[config.mk]
export PLATFORM = sky130hd
export DESIGN_NAME = lqr_speed_control_with_jerk_limit_flat
export DESIGN_NICKNAME = d
export VERILOG_FILES = /design/src/sv/lqrsc_pkg.sv /design/src/sv/lqrsc_if.sv /design/src/sv/lqrsc_ctrl.sv /design/src/sv/lqrsc_datapath.sv /design/src/sv/lqr_speed_control_with_jerk_limit.sv /design/src/flat_wrapper.sv
export SDC_FILE = /design/constraint.sdc
export NUM_CORES = 2
export LEC_CHECK = 0
export BUFFER_PORTS_ARGS = -buffer_cell sky130_fd_sc_hd__buf_4
export CORE_ASPECT_RATIO = 1.2
export CORE_MARGIN = 10
export CORE_UTILIZATION = 55
export CTS_BUF_LIST = sky130_fd_sc_hd__clkbuf_16
export DETAILED_ROUTE_END_ITERATION = 12
export PLACE_DENSITY = 0.72
export SLEW_MARGIN = 10
export SYNTH_ARGS = -nofsm -noshare
export SYNTH_HDL_FRONTEND = slang
export SYNTH_HIERARCHICAL = 1
export SYNTH_SLANG_ARGS = --single-unit
[constraint.sdc]
create_clock -name clock -period 12.65 [get_ports clock]
set_input_delay 1.265 -clock clock [delete_from_list [all_inputs] [get_ports clock]]
set_output_delay 1.265 -clock clock [all_outputs]
set_load 0.005 [all_outputs]
[src/sv/lqrsc_pkg.sv]
// ----------------------------------------------------------------------------
// lqrsc_pkg
// Shared constants, register indexes and control types of the speed controller.
// ----------------------------------------------------------------------------
package lqrsc_pkg;

   localparam int FRAC_BITS_DEFAULT    = 12;
   localparam int SIGNAL_WIDTH_DEFAULT = 24;
   localparam int MASS_WIDTH           = 16;
   localparam int PERIOD_WIDTH         = 8;
   localparam int CSR_INDEX_WIDTH      = 3;

   localparam int GAIN_ERROR_RESET    = 41924;
   localparam int GAIN_ACCEL_RESET    = 18575;
   localparam int MAX_STEP_RESET      = 205;
   localparam int VEHICLE_MASS_RESET  = 1500;
   localparam int UPDATE_PERIOD_RESET = 7;

   typedef enum logic [CSR_INDEX_WIDTH-1:0] {
      CSR_GAIN_ERROR    = 3'd0,
      CSR_GAIN_ACCEL    = 3'd1,
      CSR_MAX_STEP      = 3'd2,
      CSR_VEHICLE_MASS  = 3'd3,
      CSR_UPDATE_PERIOD = 3'd4
   } csr_index_type;

   typedef enum logic [1:0] {
      MUL_ERROR = 2'd0,
      MUL_ACCEL = 2'd1,
      MUL_FORCE = 2'd2
   } mul_sel_type;

   typedef struct packed {
      logic        ready;
      logic        halt;
      logic        mul_en;
      mul_sel_type mul_sel;
      logic        term_en;
      logic        desired_en;
      logic        slew_en;
      logic        rsp_load;
   } cmd_type;

   typedef struct packed {
      logic accepted;
      logic halted;
      logic update;
      logic run;
      logic rsp_free;
   } status_type;

endpackage

[src/sv/lqrsc_if.sv]
// ----------------------------------------------------------------------------
// lqrsc_req_if / lqrsc_rsp_if
// Valid/ready channels for control ticks and force commands.
// ----------------------------------------------------------------------------
interface lqrsc_req_if #(
   parameter int SIGNAL_WIDTH = lqrsc_pkg::SIGNAL_WIDTH_DEFAULT
);
   logic                           valid;
   logic                           ready;
   logic signed [SIGNAL_WIDTH-1:0] speed_error;
   logic signed [SIGNAL_WIDTH-1:0] measured_accel;
   logic signed [SIGNAL_WIDTH-1:0] reference_speed;
   logic signed [SIGNAL_WIDTH-1:0] ego_speed;
   logic                           run_enable;

   modport source (output valid, speed_error, measured_accel, reference_speed,
                   ego_speed, run_enable, input ready);
   modport sink   (input valid, speed_error, measured_accel, reference_speed,
                   ego_speed, run_enable, output ready);
endinterface

interface lqrsc_rsp_if #(
   parameter int SIGNAL_WIDTH = lqrsc_pkg::SIGNAL_WIDTH_DEFAULT
);
   logic                                                   valid;
   logic                                                   ready;
   logic signed [SIGNAL_WIDTH+lqrsc_pkg::MASS_WIDTH-1:0]   force_command;
   logic signed [SIGNAL_WIDTH-1:0]                         accel_command;

   modport source (output valid, force_command, accel_command, input ready);
   modport sink   (input valid, force_command, accel_command, output ready);
endinterface

[src/sv/lqrsc_ctrl.sv]
// ----------------------------------------------------------------------------
// lqrsc_ctrl
// Sequencer: orders the shared multiplier, the feedback sum, the slew step
// and the result load for accepted transactions, and issues the halt.
// ----------------------------------------------------------------------------
module lqrsc_ctrl (
   input  logic                  clock,
   input  logic                  reset,
   input  lqrsc_pkg::status_type status,
   output lqrsc_pkg::cmd_type    cmd
);

   typedef enum logic [7:0] {
      ST_IDLE  = 8'b0000_0001,
      ST_CHECK = 8'b0000_0010,
      ST_MUL_E = 8'b0000_0100,
      ST_MUL_A = 8'b0000_1000,
      ST_SUM   = 8'b0001_0000,
      ST_SLEW  = 8'b0010_0000,
      ST_FORCE = 8'b0100_0000,
      ST_LOAD  = 8'b1000_0000
   } state_type;

   state_type state_ff;
   state_type state_in;

   always_comb begin
      state_in       = state_ff;
      cmd            = '0;
      cmd.mul_sel    = lqrsc_pkg::MUL_ERROR;
      unique case (state_ff)
         ST_IDLE: begin
            cmd.ready = 1'b1;
            if (status.accepted && !status.halted) begin
               state_in = ST_CHECK;
            end
         end
         ST_CHECK: begin
            if (!status.update) begin
               state_in = ST_SLEW;
            end else if (!status.run) begin
               cmd.halt = 1'b1;
               state_in = ST_IDLE;
            end else begin
               state_in = ST_MUL_E;
            end
         end
         ST_MUL_E: begin
            cmd.mul_en  = 1'b1;
            cmd.mul_sel = lqrsc_pkg::MUL_ERROR;
            state_in    = ST_MUL_A;
         end
         ST_MUL_A: begin
            cmd.term_en = 1'b1;
            cmd.mul_en  = 1'b1;
            cmd.mul_sel = lqrsc_pkg::MUL_ACCEL;
            state_in    = ST_SUM;
         end
         ST_SUM: begin
            cmd.desired_en = 1'b1;
            state_in       = ST_SLEW;
         end
         ST_SLEW: begin
            cmd.slew_en = 1'b1;
            state_in    = ST_FORCE;
         end
         ST_FORCE: begin
            cmd.mul_en  = 1'b1;
            cmd.mul_sel = lqrsc_pkg::MUL_FORCE;
            state_in    = ST_LOAD;
         end
         ST_LOAD: begin
            if (status.rsp_free) begin
               cmd.rsp_load = 1'b1;
               state_in     = ST_IDLE;
            end
         end
         default: begin
            state_in = ST_IDLE;
         end
      endcase
   end

   always_ff @(posedge clock) begin
      if (reset) begin
         state_ff <= ST_IDLE;
      end else begin
         state_ff <= state_in;
      end
   end

endmodule

[src/sv/lqrsc_datapath.sv]
// ----------------------------------------------------------------------------
// lqrsc_datapath
// Configuration registers, tick counter, shared multiplier, feedback sum with
// saturation, jerk limiter and result register.
// ----------------------------------------------------------------------------
module lqrsc_datapath #(
   parameter int FRAC_BITS    = lqrsc_pkg::FRAC_BITS_DEFAULT,
   parameter int SIGNAL_WIDTH = lqrsc_pkg::SIGNAL_WIDTH_DEFAULT
) (
   input  logic                                    clock,
   input  logic                                    reset,
   input  logic                                    csr_we,
   input  logic [lqrsc_pkg::CSR_INDEX_WIDTH-1:0]   csr_index,
   input  logic [SIGNAL_WIDTH-1:0]                 csr_wdata,
   lqrsc_req_if.sink                               req,
   lqrsc_rsp_if.source                             rsp,
   input  lqrsc_pkg::cmd_type                      cmd,
   output lqrsc_pkg::status_type                   status
);

   localparam int SW   = SIGNAL_WIDTH;
   localparam int MW   = lqrsc_pkg::MASS_WIDTH;
   localparam int PRW  = lqrsc_pkg::PERIOD_WIDTH;
   localparam int PW   = 2 * SW + 1;
   localparam int SUMW = PW + 2;

   logic signed [SW-1:0]  gain_error_ff;
   logic signed [SW-1:0]  gain_accel_ff;
   logic [SW-2:0]         max_step_ff;
   logic [MW-1:0]         mass_ff;
   logic [PRW-1:0]        period_ff;

   logic signed [SW-1:0]  err_ff;
   logic signed [SW-1:0]  acc_ff;
   logic signed [SW-1:0]  ref_ff;
   logic signed [SW-1:0]  ego_ff;
   logic                  run_ff;
   logic                  update_ff;
   logic                  halted_ff;
   logic [PRW-1:0]        tick_ff;

   logic signed [PW-1:0]  prod_ff;
   logic signed [PW-1:0]  term_ff;
   logic signed [SW-1:0]  desired_ff;
   logic signed [SW-1:0]  last_ff;

   logic                  rsp_valid_ff;
   logic signed [SW+MW-1:0] rsp_force_ff;
   logic signed [SW-1:0]  rsp_accel_ff;

   logic                  accepted;
   logic [PRW:0]          tick_next;
   logic [PRW:0]          period_eff;
   logic                  update_in;
   logic signed [SW-1:0]  mul_a;
   logic signed [SW:0]    mul_b;
   logic signed [SUMW-1:0] sum;
   logic signed [SW-1:0]  desired_in;
   logic signed [SW:0]    diff;
   logic signed [SW:0]    step;
   logic signed [SW-1:0]  last_in;

   assign req.ready = cmd.ready;
   assign accepted  = req.valid && cmd.ready;

   assign tick_next  = {1'b0, tick_ff} + (PRW+1)'(1);
   assign period_eff = (period_ff == '0) ? (PRW+1)'(1) : {1'b0, period_ff};
   assign update_in  = (tick_next >= period_eff);

   always_comb begin
      unique case (cmd.mul_sel)
         lqrsc_pkg::MUL_ERROR: begin
            mul_a = gain_error_ff;
            mul_b = (SW+1)'(err_ff);
         end
         lqrsc_pkg::MUL_ACCEL: begin
            mul_a = gain_accel_ff;
            mul_b = (SW+1)'(acc_ff);
         end
         lqrsc_pkg::MUL_FORCE: begin
            mul_a = last_ff;
            mul_b = $signed({{(SW+1-MW){1'b0}}, mass_ff});
         end
         default: begin
            mul_a = '0;
            mul_b = '0;
         end
      endcase
   end

   always_comb begin
      sum = (SUMW'(ref_ff) - SUMW'(ego_ff)) - SUMW'(term_ff)
            - SUMW'(prod_ff >>> FRAC_BITS);
      if ((&sum[SUMW-1:SW-1]) || !(|sum[SUMW-1:SW-1])) begin
         desired_in = sum[SW-1:0];
      end else if (sum[SUMW-1]) begin
         desired_in = {1'b1, {(SW-1){1'b0}}};
      end else begin
         desired_in = {1'b0, {(SW-1){1'b1}}};
      end
   end

   always_comb begin
      diff = (SW+1)'(desired_ff) - (SW+1)'(last_ff);
      step = $signed({2'b00, max_step_ff});
      priority if (diff > step) begin
         last_in = SW'((SW+1)'(last_ff) + step);
      end else if (diff < -step) begin
         last_in = SW'((SW+1)'(last_ff) - step);
      end else begin
         last_in = desired_ff;
      end
   end

   always_ff @(posedge clock) begin
      if (reset) begin
         gain_error_ff <= SW'(lqrsc_pkg::GAIN_ERROR_RESET);
         gain_accel_ff <= SW'(lqrsc_pkg::GAIN_ACCEL_RESET);
         max_step_ff   <= (SW-1)'(lqrsc_pkg::MAX_STEP_RESET);
         mass_ff       <= MW'(lqrsc_pkg::VEHICLE_MASS_RESET);
         period_ff     <= PRW'(lqrsc_pkg::UPDATE_PERIOD_RESET);
      end else if (csr_we) begin
         unique case (csr_index)
            lqrsc_pkg::CSR_GAIN_ERROR:    gain_error_ff <= csr_wdata;
            lqrsc_pkg::CSR_GAIN_ACCEL:    gain_accel_ff <= csr_wdata;
            lqrsc_pkg::CSR_MAX_STEP:      max_step_ff   <= csr_wdata[SW-2:0];
            lqrsc_pkg::CSR_VEHICLE_MASS:  mass_ff       <= csr_wdata[MW-1:0];
            lqrsc_pkg::CSR_UPDATE_PERIOD: period_ff     <= csr_wdata[PRW-1:0];
            default: begin
            end
         endcase
      end
   end

   always_ff @(posedge clock) begin
      if (reset) begin
         tick_ff      <= '0;
         update_ff    <= 1'b0;
         halted_ff    <= 1'b0;
         desired_ff   <= '0;
         last_ff      <= '0;
         rsp_valid_ff <= 1'b0;
      end else begin
         if (accepted && !halted_ff) begin
            update_ff <= update_in;
            tick_ff   <= update_in ? '0 : tick_next[PRW-1:0];
         end
         if (cmd.halt) begin
            halted_ff <= 1'b1;
         end
         if (cmd.desired_en) begin
            desired_ff <= desired_in;
         end
         if (cmd.slew_en) begin
            last_ff <= last_in;
         end
         if (cmd.rsp_load) begin
            rsp_valid_ff <= 1'b1;
         end else if (rsp.ready) begin
            rsp_valid_ff <= 1'b0;
         end
      end
   end

   always_ff @(posedge clock) begin
      if (accepted) begin
         err_ff <= req.speed_error;
         acc_ff <= req.measured_accel;
         ref_ff <= req.reference_speed;
         ego_ff <= req.ego_speed;
         run_ff <= req.run_enable;
      end
      if (cmd.mul_en) begin
         prod_ff <= PW'(mul_a * mul_b);
      end
      if (cmd.term_en) begin
         term_ff <= prod_ff >>> FRAC_BITS;
      end
      if (cmd.rsp_load) begin
         rsp_force_ff <= prod_ff[SW+MW-1:0];
         rsp_accel_ff <= last_ff;
      end
   end

   assign rsp.valid         = rsp_valid_ff;
   assign rsp.force_command = rsp_force_ff;
   assign rsp.accel_command = rsp_accel_ff;

   assign status.accepted = accepted;
   assign status.halted   = halted_ff;
   assign status.update   = update_ff;
   assign status.run      = run_ff;
   assign status.rsp_free = !rsp_valid_ff || rsp.ready;

endmodule

[src/sv/lqr_speed_control_with_jerk_limit.sv]
// ----------------------------------------------------------------------------
// lqr_speed_control_with_jerk_limit
// LQR speed feedback with jerk-limited acceleration and force output.
// ----------------------------------------------------------------------------
// Sequence: a plain tick runs CHECK, SLEW, FORCE and LOAD after accept; an update
//   tick adds MUL_E, MUL_A and SUM after CHECK; the result is registered in LOAD.
// Input is taken only in IDLE; the single shared multiplier does both gains and force.
// A result still held by the receiver stalls the next result load and the input.
// The halting transaction goes CHECK then IDLE; later ones are taken, with no result.
// Reset: synchronous; clears state, loads default gains, step limit, mass and period.
module lqr_speed_control_with_jerk_limit #(
   parameter int FRAC_BITS    = lqrsc_pkg::FRAC_BITS_DEFAULT,
   parameter int SIGNAL_WIDTH = lqrsc_pkg::SIGNAL_WIDTH_DEFAULT
) (
   input  logic                                    clock,
   input  logic                                    reset,
   input  logic                                    csr_we,
   input  logic [lqrsc_pkg::CSR_INDEX_WIDTH-1:0]   csr_index,
   input  logic [SIGNAL_WIDTH-1:0]                 csr_wdata,
   lqrsc_req_if.sink                               req_bus,
   lqrsc_rsp_if.source                             rsp_bus
);

   lqrsc_pkg::cmd_type    cmd;
   lqrsc_pkg::status_type status;

   lqrsc_ctrl u_ctrl (
      .clock  (clock),
      .reset  (reset),
      .status (status),
      .cmd    (cmd)
   );

   lqrsc_datapath #(
      .FRAC_BITS    (FRAC_BITS),
      .SIGNAL_WIDTH (SIGNAL_WIDTH)
   ) u_datapath (
      .clock     (clock),
      .reset     (reset),
      .csr_we    (csr_we),
      .csr_index (csr_index),
      .csr_wdata (csr_wdata),
      .req       (req_bus),
      .rsp       (rsp_bus),
      .cmd       (cmd),
      .status    (status)
   );

   a_halt_sticky: assert property (@(posedge clock) disable iff (reset)
      status.halted |=> status.halted)
      else $error("halted state left without reset");

   a_load_free: assert property (@(posedge clock) disable iff (reset)
      cmd.rsp_load |-> status.rsp_free)
      else $error("result register overwritten while pending");

   a_halt_cause: assert property (@(posedge clock) disable iff (reset)
      cmd.halt |-> (status.update && !status.run && !status.halted))
      else $error("halt issued outside a stopped update tick");

endmodule
[src/flat_wrapper.sv]
// flat-port wrapper written by rule: the top's interface ports become plain ports
module lqr_speed_control_with_jerk_limit_flat 
#(
   parameter int FRAC_BITS    = lqrsc_pkg::FRAC_BITS_DEFAULT,
   parameter int SIGNAL_WIDTH = lqrsc_pkg::SIGNAL_WIDTH_DEFAULT
)
  (clock, reset, csr_we, csr_index, csr_wdata, req_bus_valid, req_bus_speed_error, req_bus_measured_accel, req_bus_reference_speed, req_bus_ego_speed, req_bus_run_enable, req_bus_ready, rsp_bus_valid, rsp_bus_force_command, rsp_bus_accel_command, rsp_bus_ready);
  lqrsc_req_if #(.SIGNAL_WIDTH(SIGNAL_WIDTH)) req_bus_i ();
  lqrsc_rsp_if #(.SIGNAL_WIDTH(SIGNAL_WIDTH)) rsp_bus_i ();
  input  logic clock;
  input  logic reset;
  input  logic csr_we;
  input  logic [lqrsc_pkg::CSR_INDEX_WIDTH-1:0] csr_index;
  input  logic [SIGNAL_WIDTH-1:0] csr_wdata;
  input wire logic [$bits(req_bus_i.valid)-1:0] req_bus_valid;
  input wire logic [$bits(req_bus_i.speed_error)-1:0] req_bus_speed_error;
  input wire logic [$bits(req_bus_i.measured_accel)-1:0] req_bus_measured_accel;
  input wire logic [$bits(req_bus_i.reference_speed)-1:0] req_bus_reference_speed;
  input wire logic [$bits(req_bus_i.ego_speed)-1:0] req_bus_ego_speed;
  input wire logic [$bits(req_bus_i.run_enable)-1:0] req_bus_run_enable;
  output wire logic [$bits(req_bus_i.ready)-1:0] req_bus_ready;
  output wire logic [$bits(rsp_bus_i.valid)-1:0] rsp_bus_valid;
  output wire logic [$bits(rsp_bus_i.force_command)-1:0] rsp_bus_force_command;
  output wire logic [$bits(rsp_bus_i.accel_command)-1:0] rsp_bus_accel_command;
  input wire logic [$bits(rsp_bus_i.ready)-1:0] rsp_bus_ready;
  assign req_bus_i.valid = req_bus_valid;
  assign req_bus_i.speed_error = req_bus_speed_error;
  assign req_bus_i.measured_accel = req_bus_measured_accel;
  assign req_bus_i.reference_speed = req_bus_reference_speed;
  assign req_bus_i.ego_speed = req_bus_ego_speed;
  assign req_bus_i.run_enable = req_bus_run_enable;
  assign req_bus_ready = req_bus_i.ready;
  assign rsp_bus_valid = rsp_bus_i.valid;
  assign rsp_bus_force_command = rsp_bus_i.force_command;
  assign rsp_bus_accel_command = rsp_bus_i.accel_command;
  assign rsp_bus_i.ready = rsp_bus_ready;
  lqr_speed_control_with_jerk_limit #(.FRAC_BITS(FRAC_BITS), .SIGNAL_WIDTH(SIGNAL_WIDTH)) u_core (.clock(clock), .reset(reset), .csr_we(csr_we), .csr_index(csr_index), .csr_wdata(csr_wdata), .req_bus(req_bus_i), .rsp_bus(rsp_bus_i));
endmodule
# Word level (Yosys, flattened, before mapping)
# Index checks and enable logic that the tools add are counted.
[classes]
eq_ne = 16
n_reduce_logical = 19
n_addsub = 8
mux = 25
n_lt_le_gt_ge = 3
mul = 1
[ops]
columns = ["operator", "n"]
rows = [
  ["2-to-1 mux 24 bit", 4],
  ["case mux 25 bit (3 select lines)", 1],
  ["case mux 24 bit (3 select lines)", 1],
  ["case mux 8 bit (8 select lines)", 1],
  ["subtractor 24 x 24 -> 25 bit", 2],
  ["multiplier 24 x 25 -> 49 bit", 1],
  ["2-to-1 mux 8 bit", 5],
  ["subtractor 38 x 37 -> 39 bit", 1],
  ["subtractor 25 x 37 -> 38 bit", 1],
  ["AND reduction 28 bit", 1],
  ["OR reduction 28 bit", 1],
  ["> comparator 25 x 24 -> 1 bit", 1],
  ["< comparator 25 bit", 1],
  ["negation 23 -> 25 bit", 1],
  ["adder 24 bit", 1],
  ["subtractor 24 bit", 1],
  ["AND reduction 2 bit", 6],
  ["2-to-1 mux 1 bit", 11],
  ["adder 8 x 1 -> 9 bit (second input constant)", 1],
  [">= comparator 9 x 8 -> 1 bit", 1],
  ["case mux 3 bit (3 select lines)", 1],
  ["== test 8 x 1 -> 1 bit (second input constant)", 1],
  ["== test 8 x 2 -> 1 bit (second input constant)", 1],
  ["== test 8 x 3 -> 1 bit (second input constant)", 1],
  ["other kinds (20)", 25],
]
[word_totals]
out_inout_bits = 66
reg_bits = 409

# Longest topological paths before layout
[depth]
word_depth = 7
mapped_depth = 37
ltp_nobuf = 33

# Hierarchy
# Netlist, hierarchy kept.
[modules_own_cells]
columns = ["mod", "instances", "area_per_inst_um2", "cells_per_inst"]
rows = [
  ["lqrsc_datapath", 1, 44360.0, 4685],
  ["lqrsc_ctrl", 1, 496.7, 62],
]

# Worst setup path before layout
# No wires, ideal clock.
[synth_path]
path_kind = "register -> register"
startpoint = "register u_core.u_ctrl.state_ff[6]"
endpoint = "register u_core.u_datapath.prod_ff[48], data pin"
synth_period_minus_slack_ns = 9.026
path_buffers = 4
setup_ns = 0.260
arrival_time_ns = 8.766
setup_slack_ns = 3.624
t_required_ns = 12.390
path_stages_with_launch = 34
path_cell_list = "dfxtp_1 nor3_2 nand3b_1 nor2_1 clkbuf_1 buf_1 buf_1 mux2i_1 o21ai_1 clkbuf_1 nand2_1 fa_1 fa_1 fa_1 inv_1 fa_1 inv_1 fa_1 inv_1 fa_1 inv_1 fa_1 inv_1 ha_1 and3_1 nand3_1 or2_2 nor3_1 a2111oi_4 o31ai_2 a2111oi_2 o31ai_1 a21oi_1 xnor2_1"
[synth_lines]
columns = ["item", "line", "source"]
rows = [
  ["start: declaration", "lqrsc_ctrl.sv:24", "state_type state_ff;"],
  ["start signal: assignment", "lqrsc_ctrl.sv:88", "state_ff <= state_in;"],
  ["end signal: assignment", "lqrsc_datapath.sv:174", "prod_ff <= PW'(mul_a * mul_b);"],
  ["end: declaration", "lqrsc_datapath.sv:42", "logic signed [PW-1:0] prod_ff;"],
]

==> results_dict.tcl <==
set metrics [dict create \
    crit_type "flop to flop" \
    routedWlPerCell_microns 22.6 \
    async_flop_share_pct 0 \
    yosysUniqueCellTypes 88 \
    wirelength_microns 135000 \
    max-cap-violations 0 \
    die_w_microns 281 \
    largest_reg_flops 49 \
    gp_congestion 0.983 \
    diodes 0 \
    drc 0 \
    tns_ns 0 \
    worst_slew_pin_slew_ns 1.24 \
    synthTopCellsByArea "fa_1, edfxtp_1, ha_1, dfxtp_1, inv_1" \
    cts_tree "done" \
    drtIter0Drc 2906 \
    ant_nets 0 \
    largest_register "u_core/u_datapath/prod_ff" \
    antenna_found_initial 2 \
    synth_edf_count 247 \
    syn_area_sq_um 44900 \
    port-buffer-count 194 \
    crit_top_cell "fa_1" \
    synth_top_area_share_pct 30.9 \
    synth_ff_type "edfxtp_1" \
    yosys.area.top_type "fa_1" \
    via_per_inst 5.80 \
    fillers 6900 \
    slew_violations 0 \
    clk_pin_slew_ns 0.06 \
    cts_root_buf "clkbuf_16" \
    worst-r2r-setup-slack_ns 2.41 \
    slew_headroom_pct 16.5 \
    critical_path.max_stage_delay_ns 0.84 \
    postCtsSetupBuffers 0 \
    slowest_stage "fa_1" \
    hp-class "flop to flop" \
    critPathArrivalTime_ns 10.66 \
    min_path_cells 0 \
    yosysMostFrequentCell "inv_1" \
    critical_path.max_fanout 49 \
    htree_levels 2 \
    timing.fmax_mhz 97.7 \
    clk-insertion-delay-late_ns 0.60 \
    grt_pass1_vias 35900 \
    die_h_microns 333 \
    avgSynthCellArea_sq_um 9.45 \
    rsz0062_at_grt "no" \
    drtPass1Iterations 6 \
    ys_ff_latch 409 \
    reg2reg_depth 28 \
    hpwlAfterDp_microns 111000 \
    syn_inst 4747 \
    globalRouteMet1Util_pct 31.9 \
    yosys-top-cells-count "inv_1, fa_1, nand2_1" \
    status "finished clean" \
    grt_usage_pct 28.9 \
    cts_inserted_buffers 44 \
    syn-num-nets 5869 \
    io_pins 195 \
    rows 114 \
    die_area_sq_um 93400 \
    grt_busiest_layer "met2" \
    cts_max_path_buffers 3 \
    cts_hold_buf 0 \
    synth_seq_area_share_pct 23.8 \
    nets 5996 \
    cp-start-kind "flop" \
    vias 34500 \
    use_met3_pct 3.93 \
    start_util_pct 55.6 \
    cts-resized-gates 0 \
    cts.sinks 409 \
    period_share_pct 80.9 \
    cp.required_ns 13.07 \
    core_sq_um 80700 \
    setup_viol 0 \
    post-route-min-period_ns 10.24 \
    area_delta_synth_final_pct 9.11 \
    drive_above_1_share_pct 8.09 \
    grt_first_pass_wirelength_microns 206000 \
    cp-end-kind "flop" \
    grt_max_degree 91 \
    use_met2_pct 50.1 \
    skew_ns 0.0430 \
    synth_warnings 6 \
    hold_viol 0 \
    grt.overflow.total 0 \
]
[cell usage in the layout (no fill, tap or decap), drive strengths merged, types with 11 or more instances in the layout]
master / n
o21ai: 130
o31ai: 13
buf: 264
nand3: 53
nand2b: 23
nor2b: 28
o21a: 56
a21oi: 230
and3: 21
xnor2: 104
nor4: 15
and2: 22
fa: 692
ha: 301
o21bai: 55
clkinv: 16
edfxtp: 247
mux2i: 57
a211oi: 38
dfxtp: 162
a31oi: 12
a21o: 90
xor2: 41
a2111oi: 11
or2: 18
or3: 15
clkbuf: 46
nor2: 444
inv: 832
nand2: 622
nand3b: 35
nor3: 59
nand4: 27
[routing by layer]
metal | part of all wire, % | routed length [microns] | up-vias
met2 | 51 | 68300 | 1423
met1 | 34 | 46000 | 17200
met5 | 0 | 0 | -
li1 | - | - | 15500
met3 | 6.1 | 8280 | 447
met4 | 9.1 | 12200 | 0
[worst max-delay path, delay by kind of cell (launching register included)]
kind	cells	cell delay (ns)
adder cells (fa/ha/maj)	8	4.37
AND/OR/NAND/NOR	6	2.01
AO/OA/AOI/OAI	8	1.74
buffers and inverters	5	0.85
multiplexers	1	0.66
flip-flops	1	0.39
[cell families (layout without fill, tap and decap cells)]
group,after synthesis,count (layout),share of synthesized area [%]
adders and majority gates,993,993,39.3
AOI/OAI and AO/OA,739,739,10.8
and+or+nand+nor,1402,1402,13.6
xor gates and xnor gates,145,145,2.83
DFF,409,409,23.8
buffers and inverters,999,1162,8.46
muxes,60,60,1.35
[path summary, 6_finish.rpt]
check                                               from                                                to
setup / recovery  u_core/u_ctrl/state_ff[6]$_SDFFE_PP0P_           u_core/u_datapath/prod_ff[46]$_DFFE_PP_
hold / removal    u_core/u_datapath/prod_ff[9]$_DFFE_PP_  u_core/u_datapath/rsp.force_command[9]$_DFFE_PP_
setup reg to reg  u_core/u_ctrl/state_ff[6]$_SDFFE_PP0P_           u_core/u_datapath/prod_ff[46]$_DFFE_PP_
hold reg to reg   u_core/u_datapath/prod_ff[9]$_DFFE_PP_  u_core/u_datapath/rsp.force_command[9]$_DFFE_PP_
[stage by stage]
| stage | instances | area [sq um] | setup WS [ns] | hold WS, ns | util (%) |
|---|---|---|---|---|---|
| floorplan | 4747 | 44900 | 3.62 | 0.400 | - |
| global placement | 5872 | 47500 | 2.68 | 0.410 | 58.8 |
| detailed placement | 5872 | 47500 | 2.53 | 0.410 | 58.8 |
| CTS | 5954 | 48900 | 2.47 | 0.424 | 60.6 |
| global route | 5954 | 48900 | 1.89 | 0.428 | 60.6 |
| finish | 5954 | 48900 | 2.41 | 0.423 | 60.6 |
[cell type report]
cell class	instances	area, sq um	area share [%]
clock inverters	36	285	0.583
clock buffers	46	1150	2.35
flip-flops and latches	409	10700	21.8
multi-input cells	3339	30500	62.3
inverters	816	3060	6.26
well taps	1044	1310	2.67
repair buffers	264	1990	4.07
Power is left out: the tool's default activity adds up to more than one toggle a clock period on the data nets, which glitch-free logic cannot reach.
